**src/rtl/ilss_pkg.sv**
```systemverilog
`timescale 1ns / 1ps

package ilss_pkg;

  // Default store depth
  localparam int unsigned DEPTH_DEF = 64;

  // Field widths
  localparam int unsigned OP_W  = 3;
  localparam int unsigned POS_W = 6;
  localparam int unsigned LET_W = 8;
  localparam int unsigned ST_W  = 2;
  localparam int unsigned CNT_W = 7;

  // Operation codes
  localparam logic [OP_W-1:0] OP_APPEND  = 3'd0;
  localparam logic [OP_W-1:0] OP_INSERT  = 3'd1;
  localparam logic [OP_W-1:0] OP_REMOVE  = 3'd2;
  localparam logic [OP_W-1:0] OP_SEARCH  = 3'd3;
  localparam logic [OP_W-1:0] OP_REVERSE = 3'd4;
  localparam logic [OP_W-1:0] OP_GET     = 3'd5;

  // Status codes
  localparam logic [ST_W-1:0] ST_OK    = 2'd0;
  localparam logic [ST_W-1:0] ST_RANGE = 2'd1;
  localparam logic [ST_W-1:0] ST_FULL  = 2'd2;

  // Commands from controller to datapath
  typedef struct packed {
    logic load;      // capture request, set up pointers
    logic step;      // one shift/scan step
    logic fin;       // final write and count update
    logic rd_lo;     // read at low pointer
    logic rd_hi;     // read at high pointer, keep low data
    logic wr_lo;     // write high data at low pointer
    logic wr_hi;     // write low data at high pointer, advance, read next low
    logic out_load;  // load result register
  } cmd_t;

  // Status from datapath to controller
  typedef struct packed {
    logic err;       // request fails its checks
    logic multi;     // more than one letter stored
    logic busy;      // shift/scan still has work
    logic match;     // scan hit on the current entry
    logic rev_more;  // another swap pair remains
  } sts_t;

endpackage

```
**src/rtl/ilss_req_if.sv**
```systemverilog
`timescale 1ns / 1ps

interface ilss_req_if;
  logic                         valid;
  logic                         ready;
  logic [ilss_pkg::OP_W-1:0]    operation;
  logic [ilss_pkg::POS_W-1:0]   position;
  logic [ilss_pkg::LET_W-1:0]   letter_in;

  modport source (output valid, output operation, output position, output letter_in,
                  input ready);
  modport sink   (input valid, input operation, input position, input letter_in,
                  output ready);
endinterface

```
**src/rtl/ilss_rsp_if.sv**
```systemverilog
`timescale 1ns / 1ps

interface ilss_rsp_if;
  logic                         valid;
  logic                         ready;
  logic [ilss_pkg::ST_W-1:0]    status;
  logic [ilss_pkg::LET_W-1:0]   letter_out;
  logic                         found;
  logic [ilss_pkg::POS_W-1:0]   found_position;
  logic [ilss_pkg::CNT_W-1:0]   count;

  modport source (output valid, output status, output letter_out, output found,
                  output found_position, output count, input ready);
  modport sink   (input valid, input status, input letter_out, input found,
                  input found_position, input count, output ready);
endinterface

```
**src/rtl/ilss_ctrl.sv**
```systemverilog
`timescale 1ns / 1ps

module ilss_ctrl (
  input  logic                      clk_i,
  input  logic                      rst_ni,
  input  logic                      in_valid_i,
  input  logic [ilss_pkg::OP_W-1:0] in_op_i,
  input  logic                      out_ready_i,
  input  ilss_pkg::sts_t            sts_i,
  output logic                      in_ready_o,
  output logic                      out_valid_o,
  output ilss_pkg::cmd_t            cmd_o
);

  localparam logic [3:0] S_IDLE  = 4'd0;
  localparam logic [3:0] S_SHIFT = 4'd1;
  localparam logic [3:0] S_FIN   = 4'd2;
  localparam logic [3:0] S_GET   = 4'd3;
  localparam logic [3:0] S_REV_A = 4'd4;
  localparam logic [3:0] S_REV_B = 4'd5;
  localparam logic [3:0] S_REV_C = 4'd6;
  localparam logic [3:0] S_REV_D = 4'd7;
  localparam logic [3:0] S_DONE  = 4'd8;

  logic [3:0] state_q, state_d;
  logic       out_valid_q, out_valid_d;
  logic       slot_free;

  assign slot_free   = !out_valid_q || out_ready_i;
  assign in_ready_o  = (state_q == S_IDLE);
  assign out_valid_o = out_valid_q;

  // Sequencer
  always_comb begin
    state_d = state_q;
    cmd_o   = '0;
    case (state_q)
      S_IDLE: begin
        if (in_valid_i) begin
          cmd_o.load = 1'b1;
          if (sts_i.err) begin
            state_d = S_DONE;
          end else begin
            case (in_op_i)
              ilss_pkg::OP_APPEND:  state_d = S_FIN;
              ilss_pkg::OP_INSERT,
              ilss_pkg::OP_REMOVE,
              ilss_pkg::OP_SEARCH:  state_d = S_SHIFT;
              ilss_pkg::OP_REVERSE: state_d = sts_i.multi ? S_REV_A : S_DONE;
              ilss_pkg::OP_GET:     state_d = S_GET;
              default:              state_d = S_DONE;
            endcase
          end
        end
      end
      S_SHIFT: begin
        cmd_o.step = 1'b1;
        if (sts_i.match) begin
          state_d = S_DONE;
        end else if (!sts_i.busy) begin
          state_d = S_FIN;
        end
      end
      S_FIN: begin
        cmd_o.fin = 1'b1;
        state_d   = S_DONE;
      end
      S_GET: begin
        cmd_o.rd_lo = 1'b1;
        state_d     = S_DONE;
      end
      S_REV_A: begin
        cmd_o.rd_lo = 1'b1;
        state_d     = S_REV_B;
      end
      S_REV_B: begin
        cmd_o.rd_hi = 1'b1;
        state_d     = S_REV_C;
      end
      S_REV_C: begin
        cmd_o.wr_lo = 1'b1;
        state_d     = S_REV_D;
      end
      S_REV_D: begin
        cmd_o.wr_hi = 1'b1;
        state_d     = sts_i.rev_more ? S_REV_B : S_DONE;
      end
      S_DONE: begin
        if (slot_free) begin
          cmd_o.out_load = 1'b1;
          state_d        = S_IDLE;
        end
      end
      default: state_d = S_IDLE;
    endcase
  end

  // Result slot
  always_comb begin
    out_valid_d = out_valid_q;
    if (cmd_o.out_load) begin
      out_valid_d = 1'b1;
    end else if (out_ready_i) begin
      out_valid_d = 1'b0;
    end
  end

  always_ff @(posedge clk_i or negedge rst_ni) begin
    if (!rst_ni) begin
      state_q     <= S_IDLE;
      out_valid_q <= 1'b0;
    end else begin
      state_q     <= state_d;
      out_valid_q <= out_valid_d;
    end
  end

  // A finished item waits while the result slot is still taken
  assert property (@(posedge clk_i) disable iff (!rst_ni)
    (state_q == S_DONE && out_valid_q && !out_ready_i) |=> (state_q == S_DONE))
    else $error("finished item left DONE while result slot was busy");

endmodule

```
**src/rtl/ilss_dpath.sv**
```systemverilog
`timescale 1ns / 1ps

module ilss_dpath #(
  parameter int unsigned DEPTH = ilss_pkg::DEPTH_DEF
) (
  input  logic                        clk_i,
  input  logic                        rst_ni,
  input  ilss_pkg::cmd_t              cmd_i,
  input  logic [ilss_pkg::OP_W-1:0]   in_op_i,
  input  logic [ilss_pkg::POS_W-1:0]  in_pos_i,
  input  logic [ilss_pkg::LET_W-1:0]  in_letter_i,
  output ilss_pkg::sts_t              sts_o,
  output logic [ilss_pkg::ST_W-1:0]   status_o,
  output logic [ilss_pkg::LET_W-1:0]  letter_o,
  output logic                        found_o,
  output logic [ilss_pkg::POS_W-1:0]  found_pos_o,
  output logic [ilss_pkg::CNT_W-1:0]  count_o
);

  localparam int unsigned AW   = (DEPTH > 1) ? $clog2(DEPTH) : 1;
  localparam int unsigned CW   = $clog2(DEPTH + 1);
  localparam int unsigned CMPW = (CW > ilss_pkg::POS_W) ? CW : ilss_pkg::POS_W;
  localparam int unsigned LW   = ilss_pkg::LET_W;

  // Letter memory
  logic [LW-1:0] mem [DEPTH];
  logic [LW-1:0] rdata_q;
  logic          re, we;
  logic [AW-1:0] ra, wa;
  logic [LW-1:0] wd;

  // Request and control state
  logic [ilss_pkg::OP_W-1:0]  op_q;
  logic [LW-1:0]              let_q;
  logic [ilss_pkg::ST_W-1:0]  st_q;
  logic [AW-1:0]              pos_q;
  logic [CW-1:0]              cnt_q;
  logic [CW-1:0]              rem_q;
  logic [AW-1:0]              ptr_q, hi_q, wa_q;
  logic                       wv_q;
  logic [LW-1:0]              tmp_q;
  logic                       found_q;
  logic [ilss_pkg::POS_W-1:0] fpos_q;

  // Result register
  logic [ilss_pkg::ST_W-1:0]  res_status_q;
  logic [LW-1:0]              res_letter_q;
  logic                       res_found_q;
  logic [ilss_pkg::POS_W-1:0] res_fpos_q;
  logic [ilss_pkg::CNT_W-1:0] res_count_q;

  logic                      full, empty, oor;
  logic [ilss_pkg::ST_W-1:0] in_st;
  logic [AW-1:0]             pos_eff;
  logic                      step_rd, step_wr, fin_wr;

  // Checks on the incoming request
  always_comb begin
    full    = (cnt_q == CW'(DEPTH));
    empty   = (cnt_q == '0);
    oor     = (CMPW'(in_pos_i) >= CMPW'(cnt_q));
    pos_eff = empty ? '0 : AW'(in_pos_i);
    case (in_op_i)
      ilss_pkg::OP_APPEND: in_st = full ? ilss_pkg::ST_FULL : ilss_pkg::ST_OK;
      ilss_pkg::OP_INSERT: begin
        if (full) begin
          in_st = ilss_pkg::ST_FULL;
        end else if (!empty && oor) begin
          in_st = ilss_pkg::ST_RANGE;
        end else begin
          in_st = ilss_pkg::ST_OK;
        end
      end
      ilss_pkg::OP_REMOVE,
      ilss_pkg::OP_GET:    in_st = oor ? ilss_pkg::ST_RANGE : ilss_pkg::ST_OK;
      default:             in_st = ilss_pkg::ST_OK;
    endcase
  end

  assign sts_o.err      = (in_st != ilss_pkg::ST_OK);
  assign sts_o.multi    = (cnt_q > CW'(1));
  assign sts_o.busy     = (rem_q != '0) || wv_q;
  assign sts_o.match    = wv_q && (op_q == ilss_pkg::OP_SEARCH) && (rdata_q == let_q);
  assign sts_o.rev_more = ((ptr_q + AW'(1)) < (hi_q - AW'(1)));

  // Memory port selection
  assign step_rd = cmd_i.step && (rem_q != '0);
  assign step_wr = cmd_i.step && wv_q &&
                   ((op_q == ilss_pkg::OP_INSERT) || (op_q == ilss_pkg::OP_REMOVE));
  assign fin_wr  = cmd_i.fin && (st_q == ilss_pkg::ST_OK) &&
                   ((op_q == ilss_pkg::OP_APPEND) || (op_q == ilss_pkg::OP_INSERT));

  always_comb begin
    re = step_rd || cmd_i.rd_lo || cmd_i.rd_hi || cmd_i.wr_hi;
    if (cmd_i.rd_hi) begin
      ra = hi_q;
    end else if (cmd_i.wr_hi) begin
      ra = ptr_q + AW'(1);
    end else begin
      ra = ptr_q;
    end

    we = step_wr || fin_wr || cmd_i.wr_lo || cmd_i.wr_hi;
    wa = wa_q;
    wd = rdata_q;
    if (cmd_i.wr_lo) begin
      wa = ptr_q;
    end else if (cmd_i.wr_hi) begin
      wa = hi_q;
      wd = tmp_q;
    end else if (fin_wr) begin
      wa = (op_q == ilss_pkg::OP_APPEND) ? AW'(cnt_q) : pos_q;
      wd = let_q;
    end
  end

  always_ff @(posedge clk_i) begin
    if (we) begin
      mem[wa] <= wd;
    end
    if (re) begin
      rdata_q <= mem[ra];
    end
  end

  // Control registers
  always_ff @(posedge clk_i or negedge rst_ni) begin
    if (!rst_ni) begin
      cnt_q   <= '0;
      rem_q   <= '0;
      wv_q    <= 1'b0;
      found_q <= 1'b0;
    end else begin
      if (cmd_i.load) begin
        wv_q    <= 1'b0;
        found_q <= 1'b0;
        case (in_op_i)
          ilss_pkg::OP_INSERT: rem_q <= cnt_q - CW'(pos_eff);
          ilss_pkg::OP_REMOVE: rem_q <= cnt_q - CW'(1) - CW'(in_pos_i);
          ilss_pkg::OP_SEARCH: rem_q <= cnt_q;
          default:             rem_q <= '0;
        endcase
      end else if (cmd_i.step) begin
        wv_q <= step_rd;
        if (step_rd) begin
          rem_q <= rem_q - CW'(1);
        end
        if (sts_o.match) begin
          found_q <= 1'b1;
        end
      end
      // Count update at the end of a successful edit
      if (cmd_i.fin && (st_q == ilss_pkg::ST_OK)) begin
        if ((op_q == ilss_pkg::OP_APPEND) || (op_q == ilss_pkg::OP_INSERT)) begin
          cnt_q <= cnt_q + CW'(1);
        end else if (op_q == ilss_pkg::OP_REMOVE) begin
          cnt_q <= cnt_q - CW'(1);
        end
      end
    end
  end

  // Request capture and pointers
  always_ff @(posedge clk_i) begin
    if (cmd_i.load) begin
      op_q   <= in_op_i;
      let_q  <= in_letter_i;
      st_q   <= in_st;
      pos_q  <= pos_eff;
      fpos_q <= '0;
      hi_q   <= AW'(cnt_q - CW'(1));
      case (in_op_i)
        ilss_pkg::OP_INSERT: ptr_q <= AW'(cnt_q - CW'(1));
        ilss_pkg::OP_REMOVE: ptr_q <= AW'(in_pos_i) + AW'(1);
        ilss_pkg::OP_GET:    ptr_q <= AW'(in_pos_i);
        default:             ptr_q <= '0;
      endcase
    end else begin
      if (step_rd) begin
        case (op_q)
          ilss_pkg::OP_INSERT: begin
            ptr_q <= ptr_q - AW'(1);
            wa_q  <= ptr_q + AW'(1);
          end
          ilss_pkg::OP_REMOVE: begin
            ptr_q <= ptr_q + AW'(1);
            wa_q  <= ptr_q - AW'(1);
          end
          default: begin
            ptr_q <= ptr_q + AW'(1);
            wa_q  <= ptr_q;
          end
        endcase
      end
      if (cmd_i.step && sts_o.match && !found_q) begin
        fpos_q <= ilss_pkg::POS_W'(wa_q);
      end
      if (cmd_i.rd_hi) begin
        tmp_q <= rdata_q;
      end
      if (cmd_i.wr_hi) begin
        ptr_q <= ptr_q + AW'(1);
        hi_q  <= hi_q - AW'(1);
      end
    end
  end

  // Result register
  always_ff @(posedge clk_i) begin
    if (cmd_i.out_load) begin
      res_status_q <= st_q;
      res_letter_q <= ((op_q == ilss_pkg::OP_GET) && (st_q == ilss_pkg::ST_OK)) ?
                      rdata_q : '0;
      res_found_q  <= found_q;
      res_fpos_q   <= found_q ? fpos_q : '0;
      res_count_q  <= ilss_pkg::CNT_W'(cnt_q);
    end
  end

  assign status_o    = res_status_q;
  assign letter_o    = res_letter_q;
  assign found_o     = res_found_q;
  assign found_pos_o = res_fpos_q;
  assign count_o     = res_count_q;

  assert property (@(posedge clk_i) disable iff (!rst_ni)
    cnt_q <= CW'(DEPTH))
    else $error("letter count above depth");

  assert property (@(posedge clk_i) disable iff (!rst_ni)
    (cmd_i.fin && (st_q == ilss_pkg::ST_OK) &&
     ((op_q == ilss_pkg::OP_APPEND) || (op_q == ilss_pkg::OP_INSERT)))
    |=> (cnt_q == $past(cnt_q) + CW'(1)))
    else $error("count did not grow after a successful append or insert");

  assert property (@(posedge clk_i) disable iff (!rst_ni)
    cmd_i.wr_hi |-> ((CW'(hi_q) < cnt_q) && (ptr_q < hi_q)))
    else $error("reverse swap outside the stored letters");

endmodule

```
**src/rtl/indexed_letter_sequence_store.sv**
```systemverilog
`timescale 1ns / 1ps
// Transaction flow, accept to result valid (plus any result stall): a refused request, an
//   unused code or a reverse of fewer than two letters goes straight to the result; append
//   writes the letter and get reads it; insert and remove shift the letters after the position
//   one at a time; search scans from index 0 and stops at the first hit; reverse swaps pairs
//   from both ends. One transaction in flight: the controller takes a request only when idle.
// Reset clears the count and the controller; the letter memory is not cleared.

module indexed_letter_sequence_store #(
  parameter int unsigned DEPTH = ilss_pkg::DEPTH_DEF
) (
  input  logic              clk_i,
  input  logic              rst_ni,
  ilss_req_if.sink          req_i,
  ilss_rsp_if.source        rsp_o
);

  ilss_pkg::cmd_t cmd;
  ilss_pkg::sts_t sts;
  logic           in_ready;
  logic           out_valid;

  assign req_i.ready = in_ready;
  assign rsp_o.valid = out_valid;

  ilss_ctrl u_ctrl (
    .clk_i       (clk_i),
    .rst_ni      (rst_ni),
    .in_valid_i  (req_i.valid),
    .in_op_i     (req_i.operation),
    .out_ready_i (rsp_o.ready),
    .sts_i       (sts),
    .in_ready_o  (in_ready),
    .out_valid_o (out_valid),
    .cmd_o       (cmd)
  );

  ilss_dpath #(
    .DEPTH (DEPTH)
  ) u_dpath (
    .clk_i       (clk_i),
    .rst_ni      (rst_ni),
    .cmd_i       (cmd),
    .in_op_i     (req_i.operation),
    .in_pos_i    (req_i.position),
    .in_letter_i (req_i.letter_in),
    .sts_o       (sts),
    .status_o    (rsp_o.status),
    .letter_o    (rsp_o.letter_out),
    .found_o     (rsp_o.found),
    .found_pos_o (rsp_o.found_position),
    .count_o     (rsp_o.count)
  );

endmodule

```
**src/flat_wrapper.sv**
```systemverilog
// flat-port wrapper written by rule: the top's interface ports become plain ports
module indexed_letter_sequence_store_flat 
#(
  parameter int unsigned DEPTH = ilss_pkg::DEPTH_DEF
)
  (clk_i, rst_ni, req_i_valid, req_i_operation, req_i_position, req_i_letter_in, req_i_ready, rsp_o_valid, rsp_o_status, rsp_o_letter_out, rsp_o_found, rsp_o_found_position, rsp_o_count, rsp_o_ready);
  ilss_req_if req_i_i ();
  ilss_rsp_if rsp_o_i ();
  input  logic clk_i;
  input  logic rst_ni;
  input wire logic [$bits(req_i_i.valid)-1:0] req_i_valid;
  input wire logic [$bits(req_i_i.operation)-1:0] req_i_operation;
  input wire logic [$bits(req_i_i.position)-1:0] req_i_position;
  input wire logic [$bits(req_i_i.letter_in)-1:0] req_i_letter_in;
  output wire logic [$bits(req_i_i.ready)-1:0] req_i_ready;
  output wire logic [$bits(rsp_o_i.valid)-1:0] rsp_o_valid;
  output wire logic [$bits(rsp_o_i.status)-1:0] rsp_o_status;
  output wire logic [$bits(rsp_o_i.letter_out)-1:0] rsp_o_letter_out;
  output wire logic [$bits(rsp_o_i.found)-1:0] rsp_o_found;
  output wire logic [$bits(rsp_o_i.found_position)-1:0] rsp_o_found_position;
  output wire logic [$bits(rsp_o_i.count)-1:0] rsp_o_count;
  input wire logic [$bits(rsp_o_i.ready)-1:0] rsp_o_ready;
  assign req_i_i.valid = req_i_valid;
  assign req_i_i.operation = req_i_operation;
  assign req_i_i.position = req_i_position;
  assign req_i_i.letter_in = req_i_letter_in;
  assign req_i_ready = req_i_i.ready;
  assign rsp_o_valid = rsp_o_i.valid;
  assign rsp_o_status = rsp_o_i.status;
  assign rsp_o_letter_out = rsp_o_i.letter_out;
  assign rsp_o_found = rsp_o_i.found;
  assign rsp_o_found_position = rsp_o_i.found_position;
  assign rsp_o_count = rsp_o_i.count;
  assign rsp_o_i.ready = rsp_o_ready;
  indexed_letter_sequence_store #(.DEPTH(DEPTH)) u_core (.clk_i(clk_i), .rst_ni(rst_ni), .req_i(req_i_i), .rsp_o(rsp_o_i));
endmodule
```
**config.mk**
```make
export PLATFORM = sky130hd
export DESIGN_NAME = indexed_letter_sequence_store_flat
export DESIGN_NICKNAME = d
export VERILOG_FILES = /design/src/rtl/ilss_pkg.sv /design/src/rtl/ilss_req_if.sv /design/src/rtl/ilss_rsp_if.sv /design/src/rtl/ilss_ctrl.sv /design/src/rtl/ilss_dpath.sv /design/src/rtl/indexed_letter_sequence_store.sv /design/src/flat_wrapper.sv
export SDC_FILE = /design/constraint.sdc
export NUM_CORES = 1
export LEC_CHECK = 0
export ABC_AREA = 1
export BUFFER_PORTS_ARGS = -buffer_cell sky130_fd_sc_hd__buf_4
export CORE_ASPECT_RATIO = 1.75
export CORE_MARGIN = 1.5
export CORE_UTILIZATION = 48
export DETAILED_ROUTE_END_ITERATION = 7
export PLACE_DENSITY = 0.72
export SYNTH_ARGS = -nofsm -noshare
export SYNTH_HDL_FRONTEND = slang
export SYNTH_SLANG_ARGS = --single-unit
export TNS_END_PERCENT = 10
```
**constraint.sdc**
```tcl
create_clock -name clk_i -period 4.65 [get_ports clk_i]
set_input_delay 0.93 -clock clk_i [delete_from_list [all_inputs] [get_ports clk_i]]
set_output_delay 0.93 -clock clk_i [all_outputs]
set_load 0.05 [all_outputs]
```
# Word level (Yosys, flattened, before mapping)
# Memories as Yosys holds them, arrays and structs flattened. A register that Yosys moved wholly into a read port is not among the register bits.
# Index checks and enable logic that the tools add are counted.
# classes
n_addsub,9
magnitude_cmp,3
n_eq_ne,22
n_mux,57
bitwise,1
reduce_logical,48
# op_table
operator,n
6-bit 2-to-1 mux,13
7-bit 2-to-1 mux,5
4-bit case mux with 8 select lines,1
4-bit 2-to-1 mux,7
8-bit 2-to-1 mux,3
1-bit 2-to-1 mux,21
7-bit case mux with 3 select lines,1
6-bit case mux with 3 select lines,1
4-bit by 3-bit == test with 1-bit output (second input constant),4
4-bit case mux with 4 select lines,1
2-bit nonzero test,7
7-bit by 1-bit subtractor with 7-bit output (second input constant),2
7-bit by 6-bit subtractor with 7-bit output,2
6-bit by 1-bit adder with 6-bit output (second input constant),2
3-bit by 2-bit == test with 1-bit output (second input constant),4
6-bit case mux with 2 select lines,1
6-bit by 1-bit subtractor with 6-bit output (second input constant),2
1-bit logical AND,11
1-bit logical OR,10
2-bit AND reduction,5
3-bit == test (second input constant),3
4-bit by 2-bit == test with 1-bit output (second input constant),2
8-bit == test,1
7-bit by 1-bit adder with 7-bit output (second input constant),1
22 further kinds,30
# totals
reg_bits,96
ram_bits,512
in_bits,21
wordCells,161
mem_count,1
# mem_list
name,depth,word_bits,read_ports,rd_clocked_by_memory_dff,write_ports,line,source
u_core.u_dpath.mem,64,8,1,1,1,ilss_dpath.sv:26,logic [LW-1:0] mem [DEPTH];

# Depth between registers and ports, before layout
# Gate-level depths: netlist (run 1).
# depth
ltp_word,10
ltp_mapped,18

# Cells and area by module
# From an unflattened synthesis (run 1), not the netlist that was laid out.
# unflattened
cells_unflattened,2643
hier_area_um2,28437.3
# by_module_without_submodules
module,instances,cells_per_inst,area_each_um2,seq_area_each_um2
ilss_dpath,1,2563,27949.3,18207.5
ilss_ctrl,1,80,488.0,125.1

# Worst setup path before layout (run 1)
# Ideal clock, no wire load.
# synth_timing
path_type,register to register
startpoint,reg u_core.u_ctrl.state_q[3]
endpoint,mem u_core.u_dpath.mem[0][2] in the netlist's numbering (data pin)
setup_ns,0.702
arrival_time_ns,3.864
required_ns,3.948
slack_ns,0.084
stages_incl_launch_ff,11
path_buffers,1
synth_period_minus_slack_ns,4.566
cell_sequence,dfrtp_1 -> inv_2 -> nand2_1 -> nor3_2 -> nand2_1 -> nor2_2 -> buf_2 -> inv_1 -> nand2_1 -> o21ai_0 -> o21ai_0
# synth_via
elab_chain_len,7
elab_cells_between_ends,11
# synth_rtl
element,line,source
from (decl),ilss_ctrl.sv:25,"logic [3:0] state_q, state_d;"
from (signal assigned),ilss_ctrl.sv:113,state_q <= state_d;
4-bit by 2-bit == test with 1-bit output,ilss_ctrl.sv:37,case (state_q)
1-bit 2-to-1 mux,ilss_ctrl.sv:37,
1-bit logical AND (2 in series),ilss_dpath.sv:90,assign fin_wr = cmd_i.fin && (st_q == ilss_pkg::ST_OK) &&
8-bit 2-to-1 mux,ilss_dpath.sv:111,end else if (fin_wr) begin
8-bit 2-to-1 mux,ilss_dpath.sv:108,end else if (cmd_i.wr_hi) begin
8-bit 2-to-1 mux (*),ilss_dpath.sv:106,if (cmd_i.wr_lo) begin
named net u_core.u_dpath.wd[2],ilss_dpath.sv:30,logic [LW-1:0] wd;
to (decl),ilss_dpath.sv:26,
# Mark *: on every way through the listed nets, which the timed path passes. The rest lies on a longest branch.

# Worst setup path after layout (run 1)
# layout_timing
startpoint,reg u_core.u_dpath.op_q[2] in the netlist's numbering
endpoint,"mem u_core.u_dpath.mem[63][2] in the netlist's numbering, enable pin"
# layout_via
elab_chain_len,8
elab_cells_between_ends,16
# layout_rtl
element,line,source
from (decl),ilss_dpath.sv:33,logic [ilss_pkg::OP_W-1:0] op_q;
from (signal assigned),ilss_dpath.sv:166,op_q <= in_op_i;
3-bit by 1-bit == test with 1-bit output (tied with other cells),"ilss_dpath.sv:89, ilss_dpath.sv:91",
1-bit logical OR (on tied branches),"ilss_dpath.sv:89, ilss_dpath.sv:91",
1-bit logical AND (on tied branches),"ilss_dpath.sv:88, ilss_dpath.sv:90",
1-bit logical OR (3 in series),ilss_dpath.sv:103,we = step_wr || fin_wr || cmd_i.wr_lo || cmd_i.wr_hi;
1-bit 2-to-1 mux,ilss_dpath.sv:118,if (we) begin
1-bit 2-to-1 mux (not written as such),ilss_dpath.sv:119,mem[wa] <= wd;
# Parallel ways exist; a longest one is shown, timed or not.

==> results.txt, run 1 <==
From synthesis to final layout, the design area changed by 10.4%. The aggregate global-route resource usage came out at 27.2%. For this configuration, the core starts out at a cell density of 48.7%. The residual DRC count is 0. The slack of the worst reg-to-reg path is 680 ps. The worst setup path is of the reg2reg kind. The data arrival at the endpoint of the critical path is 4220 ps. The die outline area came out at 62700 sq um. The share of total power in combinational logic is 40.9%. Of the cells placed in the final design, the portion with a size suffix greater than 1 is 8.02%. The transition time of the tightest slew-check pin is 1160 ps. The minimum clock period came out at 3970 ps. Net switching is 42.3% of the power. The internal power consumption is 12.1 mW.

The post-synthesis sequential area ratio came out at 62.5%. Sequential cells burn 36.3% of the power. The proportion of synthesized area in mux cells came out at 0%.

Measured along the x axis, the die boundary spans 190 um. After detailed routing, the total wire length is 85.0 mm. The tree is rooted in a sky130_fd_sc_hd__clkbuf_16. The number of nets in the final layout came out at 3004.

Summing the areas of all fa, ha and maj instances in the mapped netlist gives 1.50% of the synthesized area. The slowest stage of the critical path belongs to the cell sky130_fd_sc_hd__nor2_1. The portion of total power attributed to the clock network is 22.8%. The class of the most critical hold timing path is in2async. The number of antenna-violating nets in the routed design is 0. STA classifies the critical path endpoint as a flip-flop. The maximum level of the CTS H-tree came out at 2. The post-route clock period utilization is 85.5%.

The worst supply voltage drop on vdd is 0.580 mV. The signal on the critical path passes through nor2_1 > buf_4 > inv_1 > nor2_2 > buf_4 > inv_1 > nand3_1 > nand3_1 > nor2_1. The count of buffering cells on the critical path with inverters included came out at 4. The number of cells produced by synthesis came out at 2946. Sorting the synthesized cells by area gives the leading types as sky130_fd_sc_hd__edfxtp_1, sky130_fd_sc_hd__nand3_1, sky130_fd_sc_hd__nand2_1, sky130_fd_sc_hd__inv_1, sky130_fd_sc_hd__nand3b_1. The area share of xor/xnor cells in the synthesized design is 0.925%. The warning count from the yosys run came out at 0.

The total power divided by cell area came out at 649 nW/um^2. In this design, the largest share of critical-path delay is due to simple AND/OR/NAND/NOR gates. The most instantiated flip-flop cell in the synthesis netlist is sky130_fd_sc_hd__edfxtp_1. 0 antenna diodes ended up in the layout. The largest family of logic cells by synthesized area is simple AND/OR/NAND/NOR gates. The synthesized netlist devotes 22.5% of its cell area to simple gates. The boundary pin count came out at 47. TritonCTS built the clock tree. The buffers inserted during post-CTS setup optimization is 0.

The count of TritonRoute iterations in the first routing pass came out at 8. The maximum number of pins on one net before global-route repair is 129. The static leakage came out at 13.3 nW. Gates resized during post-CTS repair numbered 0.

The final weighted congestion in routability-driven placement came out at 1.01. The power spent charging and discharging nets is 8.89 mW. The via count of the first global-routing pass is 21300. The worst register-to-register path ends at u_core.u_dpath.mem[63][2]. The initial antenna violation count was 0. The footprint of the flip-flops and latches is 18300 sq um. The count of cells along the worst register-to-register path is 9.

The hold violation total from the final report was 0. Clock tree synthesis inserted a total of 52 buffers. The biggest area contributor in the post-synthesis netlist is sky130_fd_sc_hd__edfxtp_1. Clock skew on the completed layout was measured at 19.4 ps.

The largest single stage delay on the critical path is 810 ps. The number of library cell types mapped by synthesis is 50. The die height is 330 um. The cell area that synthesis handed to floorplanning was 29300 sq um. The number of hold buffers added after CTS was 0. The synthesized netlist devotes 3.36% of its cell area to compound gates. Setup repair after global routing left no endpoint under its margin. After legalization and detailed placement, the total HPWL measured 56.1 mm.

The first-iteration detailed-routing DRC count came out at 1976. The total of endpoints with negative setup slack in the final report is 0. After floorplanning, the core was sized to cover 60300 sq um. The relative slew slack came out at 22.6%. The wire length per cell is 22.5 um. The flow ran to the end, and the final reports show no timing, DRC or antenna violations. Counting flops with a built-in enable in the synthesized netlist gives 589. The tool flagged a number of max-cap violations equal to 0. The max-slew violation total from the final report is 0. After floorplanning, the core was divided into 119 placement rows. The fraction of synthesized cell area taken by the top area cell type is 60.3%.

The net count of the mapped netlist is 3001. The number of I/O port buffers is 46. In the routed layout, each cell is associated on average with a via count of 5.64. The mean area per synthesized cell came out at 9.96 sq um. For this run, asynchronously set or reset flops after synthesis account for 3.41%. The utilization of the core after routing is 53.7%.

Counting flops and latches in the post-synthesis netlist gives 616. The total overflow left after global routing is 0. The area of the multi-input gates is 8450 sq um.

STA classifies the critical path startpoint as a flip-flop. At the worst endpoint, the required time is 4890 ps. No sink is reached through more buffers than the 3 on the longest clock path. Of all nets on the critical path, the largest fanout is 17. Fill cells in the final layout number 5162.

The insertion delay of the later-clocked pin in the worst-skew pair is 610 ps. The final total negative setup slack is 0 ps. The startpoint of the worst register-to-register path is u_core.u_dpath.op_q[2]. The wire length of the first global-routing pass came out at 126 mm.

The clock sink total is 616. The routed layout has 21300 vias. The top achievable clock speed is 252 MHz. The clock transition at the registers of the reported paths came out at 80 ps.
worst register-to-register path: cells and delay by family, from the launching register on:
family	cells	cell delay, ps
AND/OR/NAND/NOR	5	2370
buffers and inverters	4	800
flip-flops	1	430
area by class of cell:
type / instances / area share, %
Multi-Input combinational cell: 1659 / 26.1
Inverter: 533 / 6.18
Clock buffer: 61 / 4.35
Sequential cell: 616 / 56.6
Timing Repair Buffer: 87 / 2.36
Tap cell: 786 / 3.04
Clock inverter: 37 / 1.38
cell usage after synthesis (14+ instances only):
master	number
sky130_fd_sc_hd__o21ai_0	64
sky130_fd_sc_hd__nor2_1	137
sky130_fd_sc_hd__edfxtp_1	589
sky130_fd_sc_hd__a21oi_1	38
sky130_fd_sc_hd__dfrtp_1	21
sky130_fd_sc_hd__ha_1	32
sky130_fd_sc_hd__inv_2	14
sky130_fd_sc_hd__nand3b_1	81
sky130_fd_sc_hd__inv_1	515
sky130_fd_sc_hd__xor2_1	24
sky130_fd_sc_hd__clkbuf_1	31
sky130_fd_sc_hd__buf_2	77
sky130_fd_sc_hd__nand3_1	582
sky130_fd_sc_hd__buf_4	27
sky130_fd_sc_hd__nand2_1	580
logic make-up (layout without fill, tap and decap cells):
group / Yosys count / after routing
fa+ha+maj: 34 / 34
simple gates: 1432 / 1432
buf+inv: 671 / 718
compound gates: 162 / 162
xor+xnor: 31 / 31
flops: 616 / 616
per-stage QoR:
stage	instances	hold slack (ps)	power (mW)	instance area [sq um]	setup slack, ps
floorplan	2946	423	13.0	29300	84.5
global placement	3681	434	16.0	30500	897
detailed placement	3681	450	16.2	30500	856
CTS	3779	190	20.9	32400	819
global route	3779	225	21.9	32400	607
finish	3779	210	21.0	32400	676
routing by layer:
metal,part of all wire [%],vias to the layer above,wire (um),GRT usage (%)
met5,0,-,0,0
met4,8.8,0,7460,22.2
met3,5.9,348,4980,3.48
met2,52,1028,44600,49.4
met1,33,10200,28000,27.7
li1,-,9798,-,-
cells in the final DEF (no fill, tap or decap), types with 21 or more instances in the layout:
cell / count
sky130_fd_sc_hd__edfxtp_1: 589
sky130_fd_sc_hd__nand3_1: 582
sky130_fd_sc_hd__nand2_1: 580
sky130_fd_sc_hd__inv_1: 515
sky130_fd_sc_hd__nor2_1: 135
sky130_fd_sc_hd__nand3b_1: 81
sky130_fd_sc_hd__buf_4: 78
sky130_fd_sc_hd__o21ai_0: 56
sky130_fd_sc_hd__clkbuf_16: 55
sky130_fd_sc_hd__a21oi_1: 37
sky130_fd_sc_hd__ha_1: 32
sky130_fd_sc_hd__xor2_1: 24
sky130_fd_sc_hd__dfrtp_1: 21
state kept, by name (all words and copies together), names as in the netlist, 3 cells and up:
register,count
u_core.u_ctrl.state_q,4
u_core.u_dpath.cnt_q,7
u_core.u_dpath.count_o,7
u_core.u_dpath.found_pos_o,6
u_core.u_dpath.fpos_q,6
u_core.u_dpath.hi_q,6
u_core.u_dpath.let_q,8
u_core.u_dpath.letter_o,8
u_core.u_dpath.mem,512
u_core.u_dpath.op_q,3
u_core.u_dpath.pos_q,6
u_core.u_dpath.ptr_q,6
u_core.u_dpath.rdata_q,8
u_core.u_dpath.rem_q,7
u_core.u_dpath.tmp_q,8
u_core.u_dpath.wa_q,6
how the worst max path moves through the flow:
stage | from | slack [ps] | depth (start not counted) | endpoint
4_1_cts | u_core.u_dpath.op_q[2] | 820 | 9 | u_core.u_dpath.mem[63][6]
3_5_place_dp | u_core.u_ctrl.state_q[3] | 860 | 10 | u_core.u_dpath.mem[63][6]
5_1_grt | u_core.u_ctrl.state_q[3] | 610 | 10 | u_core.u_dpath.mem[23][7]
2_1_floorplan | u_core.u_ctrl.state_q[3] | 80 | 10 | u_core.u_dpath.mem[0][2]
6_report | u_core.u_dpath.op_q[2] | 680 | 9 | u_core.u_dpath.mem[63][2]
3_3_place_gp | u_core.u_dpath.op_q[2] | 900 | 9 | u_core.u_dpath.mem[31][1]
power by group through the flow:
stage / clock network, mW / registers [mW] / logic, mW
finish: 4.79 / 7.63 / 8.61
global route: 5.00 / 7.65 / 9.20
CTS: 4.82 / 7.62 / 8.50
detailed placement: 0 / 7.73 / 8.47
global placement: 0 / 7.73 / 8.31
floorplan: 0 / 7.79 / 5.24
Power figures use the tool's default switching activity.
==> run 2, diff against run 1 <==
--- a/config.mk
+++ b/config.mk
@@ -12,6 +12,7 @@
 export CORE_UTILIZATION = 48
 export DETAILED_ROUTE_END_ITERATION = 7
 export PLACE_DENSITY = 0.72
+export RECOVER_POWER = 25
 export SYNTH_ARGS = -nofsm -noshare
 export SYNTH_HDL_FRONTEND = slang
 export SYNTH_SLANG_ARGS = --single-unit
==> results.txt, run 2 (synthesis results as in run 1) <==
The first-iteration detailed-routing DRC count is 2131. After detailed routing, the total wire length is 84.9 mm. The clock sink total is 616.

The min-delay analysis places its worst path in the category reg2reg. Total power for the finished layout comes to 20.9 mW. STA classifies the critical path endpoint as a flip-flop.

The layout overhead on the synthesized area came out at 9.76%. The share of final-layout standard cells stronger than drive strength 1 is 6.68%. The ratio of routed vias to standard cells is 5.64. The most frequent standard cell in the layout excluding fill and tap cells is sky130_fd_sc_hd__edfxtp_1.

Once the floorplan was initialized, standard cells occupied 48.7% of the core. The slack of the worst reg-to-reg path is 500 ps. 0 antenna diodes ended up in the layout. Global routing used 27.2% of the available tracks across all layers. The wire length of the first global-routing pass came out at 126 mm. The tool flagged a number of max-cap violations equal to 2. The initial antenna violation count is 0. The transition time of the tightest slew-check pin is 1830 ps. The buffers inserted during post-CTS setup optimization came out at 0.

The analysis attributes to cell leakage a power of 13.2 nW. Leaving out fill and tap cells, the most frequent cells in the layout are sky130_fd_sc_hd__edfxtp_1, sky130_fd_sc_hd__nand3_1, sky130_fd_sc_hd__nand2_1, sky130_fd_sc_hd__inv_1, sky130_fd_sc_hd__nor2_1. The worst setup path is of the reg2reg kind.

At the end of routability-driven placement, the weighted congestion stood at 1.01. Setup repair after global routing left no endpoint under its margin. More flip-flops sit in one register than any other, and that register is u_core.u_dpath.mem. At the worst endpoint, the arrival time is 4390 ps.

The core area came out at 60300 sq um. The startpoint identified for the worst register-to-register timing path is u_core.u_ctrl.state_q[3]. The total overflow left after global routing is 0. The utilization of the core after routing came out at 53.4%. Buffers inserted during clock tree synthesis total 52. The post-route clock period utilization came out at 89.3%. Port buffering added 46 buffers.

The number of nets in the final layout came out at 3004. The max-slew violation total from the final report came out at 130. The count of TritonRoute iterations in the first routing pass is 8. The relative slew slack came out at -22.3%.

The die height came out at 330 um. The maximum fanout encountered on the critical timing path is 17. The cell sitting at the root of the clock tree is a sky130_fd_sc_hd__clkbuf_16. The beginning of the critical path is u_core.u_ctrl.state_q[3]. STA classifies the critical path startpoint as a flip-flop. The number of placement rows is 119. The maximum level of the CTS H-tree came out at 2. The wire length per cell came out at 22.5 um. The worst supply voltage drop on vdd came out at 0.578 mV. The via count of the routed design is 21300. After clock tree synthesis, the clock-pin slew on the worst setup and hold paths is 70 ps. Setup violations remaining at the end of the flow were counted as 0. The via count of the first global-routing pass is 21300. At the worst endpoint, the required time is 4890 ps. The startpoint identified for the worst hold timing path is u_core.u_dpath.st_q[1]. The chip width came out at 190 um.

The smallest clock period supported by the final layout is computed as 4150 ps. The maximum number of pins on one net before global-route repair came out at 129. The final total negative setup slack came out at 0 ps. The number of antenna-violating nets in the routed design came out at 0.

The estimated wirelength of the detail-placed design is 56.1 mm. The top achievable clock speed is 241 MHz. TritonCTS built the clock tree. The total power divided by cell area is 650 nW/um^2. The register with the most flip-flops in the layout has 512 of them. The die outline area came out at 62700 sq um.

The checks that failed: max-capacitance violations, max-slew violations. The buffer levels on the longest clock path came out at 3. The residual DRC count came out at 0.

The hold violation total from the final report came to 0. Across the routed clock network, the largest skew measured is 17.9 ps. Fill cells in the final layout number 5210. The flow ran to the end, but the final reports show violations. Gates resized during post-CTS repair numbered 0. The insertion delay of the later-clocked pin in the worst-skew pair is 610 ps. The boundary pin count is 47. Buffers inserted to repair hold after CTS numbered 0.
-- run 2: changes by cell type in the layout (fill, tap and decap cells not counted), sizes merged --
cell	before	now
buf	87	42
clkbuf	61	106
clkinvlp	3	4
inv	537	536
-- run 2: area by class of cell --
type,count,area [sq um],area share (%)
sequential,616,18300,56.9
timing repair buffer,87,604,1.88
clock inverter,37,447,1.39
inverter,533,2000,6.21
clock buffer,61,1410,4.37
tap,786,983,3.05
multi-input combinational,1659,8430,26.2
-- run 2: layer usage --
metal  routed length (um)  vias up  GRT usage (%)
li1                     -     9799              -
met4                 7480        0           22.2
met5                    0        -              0
met3                 4870      347           3.48
met2                44600      959           49.4
met1                28000    10200           27.7
-- run 2: path summary, 6_finish.rpt --
path / to / cells after the start
setup / recovery: u_core.u_dpath.mem[63][2] / 10
hold / removal: u_core.u_dpath.status_o[1] / 0
setup reg to reg: u_core.u_dpath.mem[63][2] / 10
hold reg to reg: u_core.u_dpath.status_o[1] / 0
max in group asynchronous: u_core.u_dpath.wv_q / 1
min in group asynchronous: u_core.u_dpath.cnt_q[2] / 1
-- run 2: report_power, final --
part	leakage (nW)	internal [mW]	switching, mW
logic	6.61	2.11	6.39
clock network	0.912	2.70	2.09
registers	5.64	7.28	0.380
total	13.2	12.1	8.86
-- run 2: worst max-delay path, stage by stage (launching register included) --
cell                      delay [ps]
sky130_fd_sc_hd__dfrtp_1         460
sky130_fd_sc_hd__inv_1           160
sky130_fd_sc_hd__nand2_1         120
sky130_fd_sc_hd__nor3_1          160
sky130_fd_sc_hd__nand2_1         130
sky130_fd_sc_hd__nor2_1          280
sky130_fd_sc_hd__buf_4           280
sky130_fd_sc_hd__inv_1           170
sky130_fd_sc_hd__nand3_1         440
sky130_fd_sc_hd__nand3_1         770
sky130_fd_sc_hd__nor2_1          810
-- run 2: metrics by stage --
stage	setup WS, ps	hold WS (ps)	area, sq um	std cells
floorplan	84.5	423	29300	2946
global placement	897	434	30500	3681
detailed placement	856	450	30500	3681
CTS	819	190	32400	3779
global route	337	473	32200	3779
finish	500	458	32200	3779
